`src/page_free_list_allocator_defines.svh`:
```
// assertion macros for the page free list allocator
`ifndef PAGE_FREE_LIST_ALLOCATOR_DEFINES_SVH
`define PAGE_FREE_LIST_ALLOCATOR_DEFINES_SVH

// same-cycle implication, sampled on clk_i, off during reset
`define PFLA_ASSERT_IMP(lbl, ante, cons) \
  lbl: assert property (@(posedge clk_i) disable iff (!rst_ni) (ante) |-> (cons)) \
    else $error("assertion failed");

// next-cycle implication, sampled on clk_i, off during reset
`define PFLA_ASSERT_NXT(lbl, ante, cons) \
  lbl: assert property (@(posedge clk_i) disable iff (!rst_ni) (ante) |=> (cons)) \
    else $error("assertion failed");

`endif

```
`src/pfla_pkg.sv`:
```
// shared constants and control types for the page free list allocator
`timescale 1ns / 1ps
package pfla_pkg;

  localparam int PAGE_SHIFT_DEF = 12;
  localparam int MAX_PAGES_DEF  = 4096;

  localparam int ADDR_W     = 32;
  localparam int FUNC_W     = 2;
  localparam int STATUS_W   = 2;
  localparam int COUNT_W    = 13;
  localparam int CFG_IDX_W  = 2;
  localparam int IN_DATA_W  = 72;
  localparam int OUT_DATA_W = 48;

  localparam logic [FUNC_W-1:0] FN_ALLOC = 2'd0;
  localparam logic [FUNC_W-1:0] FN_FREE  = 2'd1;
  localparam logic [FUNC_W-1:0] FN_RANGE = 2'd2;

  localparam logic [STATUS_W-1:0] ST_OK      = 2'd0;
  localparam logic [STATUS_W-1:0] ST_EMPTY   = 2'd1;
  localparam logic [STATUS_W-1:0] ST_BADADDR = 2'd2;
  localparam logic [STATUS_W-1:0] ST_FULL    = 2'd3;

  localparam logic [CFG_IDX_W-1:0] CFG_KERNEL_END  = 2'd0;
  localparam logic [CFG_IDX_W-1:0] CFG_KERNEL_BASE = 2'd1;
  localparam logic [CFG_IDX_W-1:0] CFG_PHYS_TOP    = 2'd2;

  localparam logic [ADDR_W-1:0] KERNEL_END_RST  = 32'h8010_0000;
  localparam logic [ADDR_W-1:0] KERNEL_BASE_RST = 32'h8000_0000;
  localparam logic [ADDR_W-1:0] PHYS_TOP_RST    = 32'h0E00_0000;

  typedef struct packed {
    logic                load_req;
    logic                pop;
    logic                push;
    logic                step_pg;
    logic                res_set;
    logic [STATUS_W-1:0] res_code;
    logic                res_from_ram;
    logic                load_out;
  } cmd_t;

  typedef struct packed {
    logic [FUNC_W-1:0]   func;
    logic                empty;
    logic                in_range;
    logic [STATUS_W-1:0] push_code;
    logic                out_free;
  } sts_t;

endpackage

```
`src/pfla_ctrl.sv`:
```
// controller state machine sequencing alloc, free and free-range requests
`timescale 1ns / 1ps
module pfla_ctrl (
  input  logic           clk_i,
  input  logic           rst_ni,
  input  logic           in_valid_i,
  output logic           in_ready_o,
  input  pfla_pkg::sts_t sts_i,
  output pfla_pkg::cmd_t cmd_o
);
  import pfla_pkg::*;

  localparam logic [1:0] S_IDLE = 2'd0;
  localparam logic [1:0] S_EXEC = 2'd1;
  localparam logic [1:0] S_READ = 2'd2;
  localparam logic [1:0] S_FIN  = 2'd3;

  logic [1:0] state_q, state_d;

  always_comb begin
    state_d = state_q;
    cmd_o   = '0;
    case (state_q)
      S_IDLE: begin
        if (in_valid_i) begin
          cmd_o.load_req = 1'b1;
          state_d = S_EXEC;
        end
      end
      S_EXEC: begin
        case (sts_i.func)
          FN_ALLOC: begin
            if (sts_i.empty) begin
              cmd_o.res_set  = 1'b1;
              cmd_o.res_code = ST_EMPTY;
              state_d = S_FIN;
            end else begin
              cmd_o.pop = 1'b1;
              state_d = S_READ;
            end
          end
          FN_FREE: begin
            cmd_o.push     = (sts_i.push_code == ST_OK);
            cmd_o.res_set  = 1'b1;
            cmd_o.res_code = sts_i.push_code;
            state_d = S_FIN;
          end
          FN_RANGE: begin
            // one page a cycle until the range runs out or a push fails
            if (!sts_i.in_range) begin
              cmd_o.res_set  = 1'b1;
              cmd_o.res_code = ST_OK;
              state_d = S_FIN;
            end else if (sts_i.push_code == ST_OK) begin
              cmd_o.push    = 1'b1;
              cmd_o.step_pg = 1'b1;
            end else begin
              cmd_o.res_set  = 1'b1;
              cmd_o.res_code = sts_i.push_code;
              state_d = S_FIN;
            end
          end
          default: begin
            cmd_o.res_set  = 1'b1;
            cmd_o.res_code = ST_OK;
            state_d = S_FIN;
          end
        endcase
      end
      S_READ: begin
        cmd_o.res_set      = 1'b1;
        cmd_o.res_code     = ST_OK;
        cmd_o.res_from_ram = 1'b1;
        state_d = S_FIN;
      end
      S_FIN: begin
        if (sts_i.out_free) begin
          cmd_o.load_out = 1'b1;
          state_d = S_IDLE;
        end
      end
      default: begin
        state_d = S_IDLE;
      end
    endcase
  end

  always_ff @(posedge clk_i or negedge rst_ni) begin
    if (!rst_ni) begin
      state_q <= S_IDLE;
    end else begin
      state_q <= state_d;
    end
  end

  assign in_ready_o = (state_q == S_IDLE);

endmodule

```
`config.mk`:
```
export PLATFORM = sky130hd
export DESIGN_NAME = pfla_ctrl
export DESIGN_NICKNAME = d
export VERILOG_FILES = /design/src/page_free_list_allocator_defines.svh /design/src/pfla_pkg.sv /design/src/pfla_ctrl.sv
export SDC_FILE = /design/constraint.sdc
export NUM_CORES = 1
export LEC_CHECK = 0
export BUFFER_PORTS_ARGS = -buffer_cell sky130_fd_sc_hd__buf_4
export CORE_AREA = 2 2 39 41
export DETAILED_ROUTE_END_ITERATION = 8
export DIE_AREA = 0 0 41 43
export PLACE_DENSITY_LB_ADDON = 0.1
export SYNTH_ARGS = -nofsm -noshare
export SYNTH_HDL_FRONTEND = slang
export SYNTH_SLANG_ARGS = --single-unit
```
`constraint.sdc`:
```
create_clock -name clk_i -period 2.04 [get_ports clk_i]
set_input_delay 0.204 -clock clk_i [delete_from_list [all_inputs] [get_ports clk_i]]
set_output_delay 0.204 -clock clk_i [all_outputs]
set_load 0.01 [all_outputs]
```
# Yosys cells after proc, flatten, opt, wreduce, memory -nomap -nowiden

Cells that the tools add are included.

Flip-flop bits (word level): 2
Input bits: 10
Output and inout port bits: 10

Equality and inequality tests: 8
Muxes and demuxes: 24
Reduce and logical (&&, ||, !) cells: 4

Operators with widths:

| operator                                                         | number |
|---|---|
| 2-bit 2-to-1 mux                                                 | 6 |
| 3-bit 2-to-1 mux                                                 | 4 |
| 1-bit 2-to-1 mux                                                 | 9 |
| 3-bit case mux with 3 select lines                               | 1 |
| 2-bit case mux with 4 select lines                               | 1 |
| 2-bit == test (second input constant)                            | 3 |
| 2-bit logical NOT                                                | 3 |
| 3-bit case mux with 2 select lines                               | 1 |
| 2-bit by 1-bit == test with 1-bit output (second input constant) | 2 |
| 2-bit inequality test (second input constant)                    | 2 |
| 4-bit inequality test (second input constant)                    | 1 |
| 2-bit case mux with 2 select lines                               | 1 |
| 3-bit AND reduction                                              | 1 |
| 1-bit case mux with 2 select lines                               | 1 |

# Logic depth before layout (Yosys ltp)

Depth after elaboration: 5
Mapped depth: 5
Depth with buffers taken out: 5

# Worst setup path after synthesis

No wires, ideal clock.

Path kind: reg2reg
From: register state_q[1]
To: register state_q[1]
Library setup time: 0.128 ns
Data arrival time: 1.529 ns
Data required time: 1.912 ns
Path slack: 0.384 ns
Cell stages (with the launch flop): 6
Cell sequence: dfrtp_1 inv_1 ha_1 or3b_4 o211ai_2 mux2_1

Cells in the longest elaborated chain, start to end: 3

Ends and longest elaborated chain:

| element                                                                  | RTL line        | text |
|---|---|---|
| start: declaration                                                       | pfla_ctrl.sv:18 | `logic [1:0] state_q, state_d;` |
| start signal: assignment                                                 | pfla_ctrl.sv:92 | `state_q <= state_d;` |
| 2-bit by 1-bit == test with 1-bit output (tied with other cells)         | pfla_ctrl.sv:23 | `case (state_q)` |
| 4-bit inequality test (no line) or 2-bit inequality test (tied branches) | n/a             |  |
| 3-bit AND reduction (no line)                                            | n/a             |  |

Parallel ways exist; a longest one is shown, timed or not.
A chain may end at the register's enable or synchronous reset.

==> impl_metrics.csv <==
group,metric,value,unit
outcome,status,"finished, final reports clean",
timing,fin_ws,0.140,ns
synth,netlist_instances,43,
place,pre_cts_slack,0.275,ns
finish,finalNonFillerCells,82,
critical_path,crit_fanout,5,
finish,reg_top3,"state_q (2)",
power,ir_drop,0.000499,V
hold_path,hp-class,"in -> async",
clock_network,cts_sinks,2,
critical_path,cpMaxStageDelayCell,"or3b_4",
synth,syn-cell-area,362,µm²
power,p_leak,0.300,nW
die,std_cell_rows,14,
clock_network,post-cts-setup-buffer-count,0,
finish,regMostFlops,"state_q",
timing,hold_violations,0,
place,placedCellCount,78,
power,power.density,1030,nW/µm²
finish,largest_reg_flops,2,
finish,syn2layout_area_growth,54.0,%
synth,synth-seq-cells,2,
die,dieWidth,41,µm
critical_path,cp-start-kind,"flip-flop",
clock_network,clock_path_buffers,2,
synth,yosysUniqueCellTypes,21,
timing,fmax,0.526,GHz
place,dp_hpwl,708,µm
grt,grt-ovfl-total,0,
die,core,1380,µm²
place,portBuffers,19,
clock_network,insertion_delay,0.22,ns
job,max_cap_viol_count,0,
clock_network,cts.reportedPaths.clkPinSlew,0.03,ns
routing,routedWlPerCell,10.0,µm
critical_path,path_buf_inv,2,
synth,syn_area_per_cell,8.41,µm²
timing,rsz0062_at_grt,"no",
clock_network,postCtsResizedCells,0,
clock_network,cts_tree,"done",
grt,grt_usage,10.0,%
critical_path,crit_family,"simple AND/OR/NAND/NOR gates",
clock_network,hold_buffers,1,
routing,ant_nets,0,
routing,drt_wl_total,821,µm
timing,slew_viol_final,0,
synth,postSynthNetCount,61,
routing,drc,0,
routing,drt-initial-drc-count,6,
synth,yosysSeqAreaShare,13.8,%
clock_network,h-tree-depth,1,
place,gp_congestion,0.608,
finish,drive_above_1_share,39.4,%
critical_path,crit_arrival,1.70,ns
timing,finalSetupTns,0,ns
grt,grt_pass1_wl,1.21,mm
critical_path,endpoint_kind,"output port",
grt,grt_use_met2,16.3,%
grt,antenna_found_initial,0,
timing,setup_violations,0,
grt,grt_max_degree,6,
die,start_util,26.1,%
die,die-height,43,µm
grt,grtUsageMet1,12.5,%
finish,fin_nets,86,
grt,met3_usage,0,%
grt,top_usage_layer,"met2",
timing,finalClockSkew,0.00377,ns
routing,drtPass1Iterations,4,
routing,vias,366,
critical_path,critPathKind,"reg -> out",
timing,worstMarginPinSlew,0.263,ns
critical_path,crit_cells,5,
clock_network,cts_buffers,3,
critical_path,cp.required,1.84,ns
timing,period_share,93.1,%
routing,via_per_inst,4.46,
grt,grt_pass1_vias,324,
critical_path,rr_worst_depth,5,
die,io_pins,20,
clock_network,cts_root_buf,"clkbuf_4",
timing,slew_headroom,82.2,%
synth,yosysWarnings,0,
finish,antennaDiodeCount,0,
die,die_area,1760,µm²
critical_path,cp_slowest_stage_delay,0.42,ns
timing,fin_crit,1.90,ns
critical_path,cp_cell_sequence,"inv_1 > ha_1 > or3b_4 > nor3b_1 > buf_4",
-- cells in the final DEF (no fill, tap or decap) --
cell type,synthesis,layout
a22oi_1,1,1
a2bb2oi_1,1,1
nor3b_1,1,1
nand2b_1,3,3
clkbuf_4,0,3
a211o_1,2,2
or3b_4,1,1
mux2_1,1,1
nor2_1,2,2
ha_1,8,8
or3b_2,1,1
a21oi_1,1,1
o2111ai_1,1,1
dfrtp_1,2,2
and2_1,2,2
dlygate4sd3_1,0,1
nand2_1,4,4
o21ai_1,1,1
or2_2,1,1
nor4b_1,2,2
o211ai_2,1,1
buf_4,0,19
inv_1,6,6
a21o_1,1,1
-- area by class of cell --
class | count | area, µm²
well taps | 16 | 20.0
inverters | 6 | 22.5
multi-input cells | 35 | 289
clock buffers | 3 | 22.5
repair buffers | 20 | 153
fillers | 144 | 827
flip-flops and latches | 2 | 50.0
-- per-stage QoR --
stage	cell area (µm²)	power, mW	utilization [%]	hold WS, ns
floorplan	362	0.347	-	-0.0916
global placement	524	0.491	37.9	-0.0108
detailed placement	524	0.491	37.9	-0.0124
CTS	557	0.582	40.2	0.301
global route	557	0.626	40.2	0.312
finish	557	0.571	40.2	0.306
-- routing by layer --
layer  wire [µm]  share of wire [%]
met1         350                 43
met2         404                 49
met3          65                7.9
met4           0                  0
met5           0                  0
-- worst reg2reg max path: stages (launching register included) --
cell and delay, ns:
dfrtp_1 0.40, inv_1 0.09, ha_1 0.21, or3b_4 0.42, o211ai_2 0.19, mux2_1 0.34
-- power by group --
part           internal [mW]  switching [mW]
clock                 0.0647          0.0197
combinational          0.211           0.193
sequential            0.0629          0.0198
-- synth_stat cells --
library cell | count | area [µm²]
nand2b_1 | 3 | 18.8
a22oi_1 | 1 | 7.51
o211ai_2 | 1 | 12.5
a21oi_1 | 1 | 5.00
and2_1 | 2 | 12.5
dfrtp_1 | 2 | 50.1
or3b_2 | 1 | 8.76
or3b_4 | 1 | 11.3
mux2_1 | 1 | 11.3
a2bb2oi_1 | 1 | 8.76
o2111ai_1 | 1 | 8.76
or2_2 | 1 | 6.26
inv_1 | 6 | 22.5
o21ai_1 | 1 | 5.00
a21o_1 | 1 | 7.51
ha_1 | 8 | 100
a211o_1 | 2 | 17.5
nor4b_1 | 2 | 17.5
nand2_1 | 4 | 15.0
nor3b_1 | 1 | 7.51
nor2_1 | 2 | 7.51
-- cell families (layout without fill, tap and decap cells) --
family,after synthesis,count (layout),synth area share [%]
and+or+nand+nor,17,17,29.1
AOI/OAI and AO/OA,9,9,20.1
adders and majority gates,8,8,27.7
buffers and inverters,6,29,6.23
DFF,2,2,13.8
muxes,1,1,3.11
-- final timing paths --
path	from	end	slack [ns]
worst max-delay path	state_q[1]$_DFFE_PN0P_	cmd_o[6]	0.14
worst min-delay path	rst_ni	state_q[1]$_DFFE_PN0P_	0.31
worst max register to register	state_q[1]$_DFFE_PN0P_	state_q[1]$_DFFE_PN0P_	0.27
worst min register to register	state_q[1]$_DFFE_PN0P_	state_q[1]$_DFFE_PN0P_	0.57
max in group asynchronous	rst_ni	state_q[0]$_DFFE_PN0P_	1.64
min in group clk_i	sts_i[0]	state_q[0]$_DFFE_PN0P_	0.48
(Power assumes the default switching activity.)
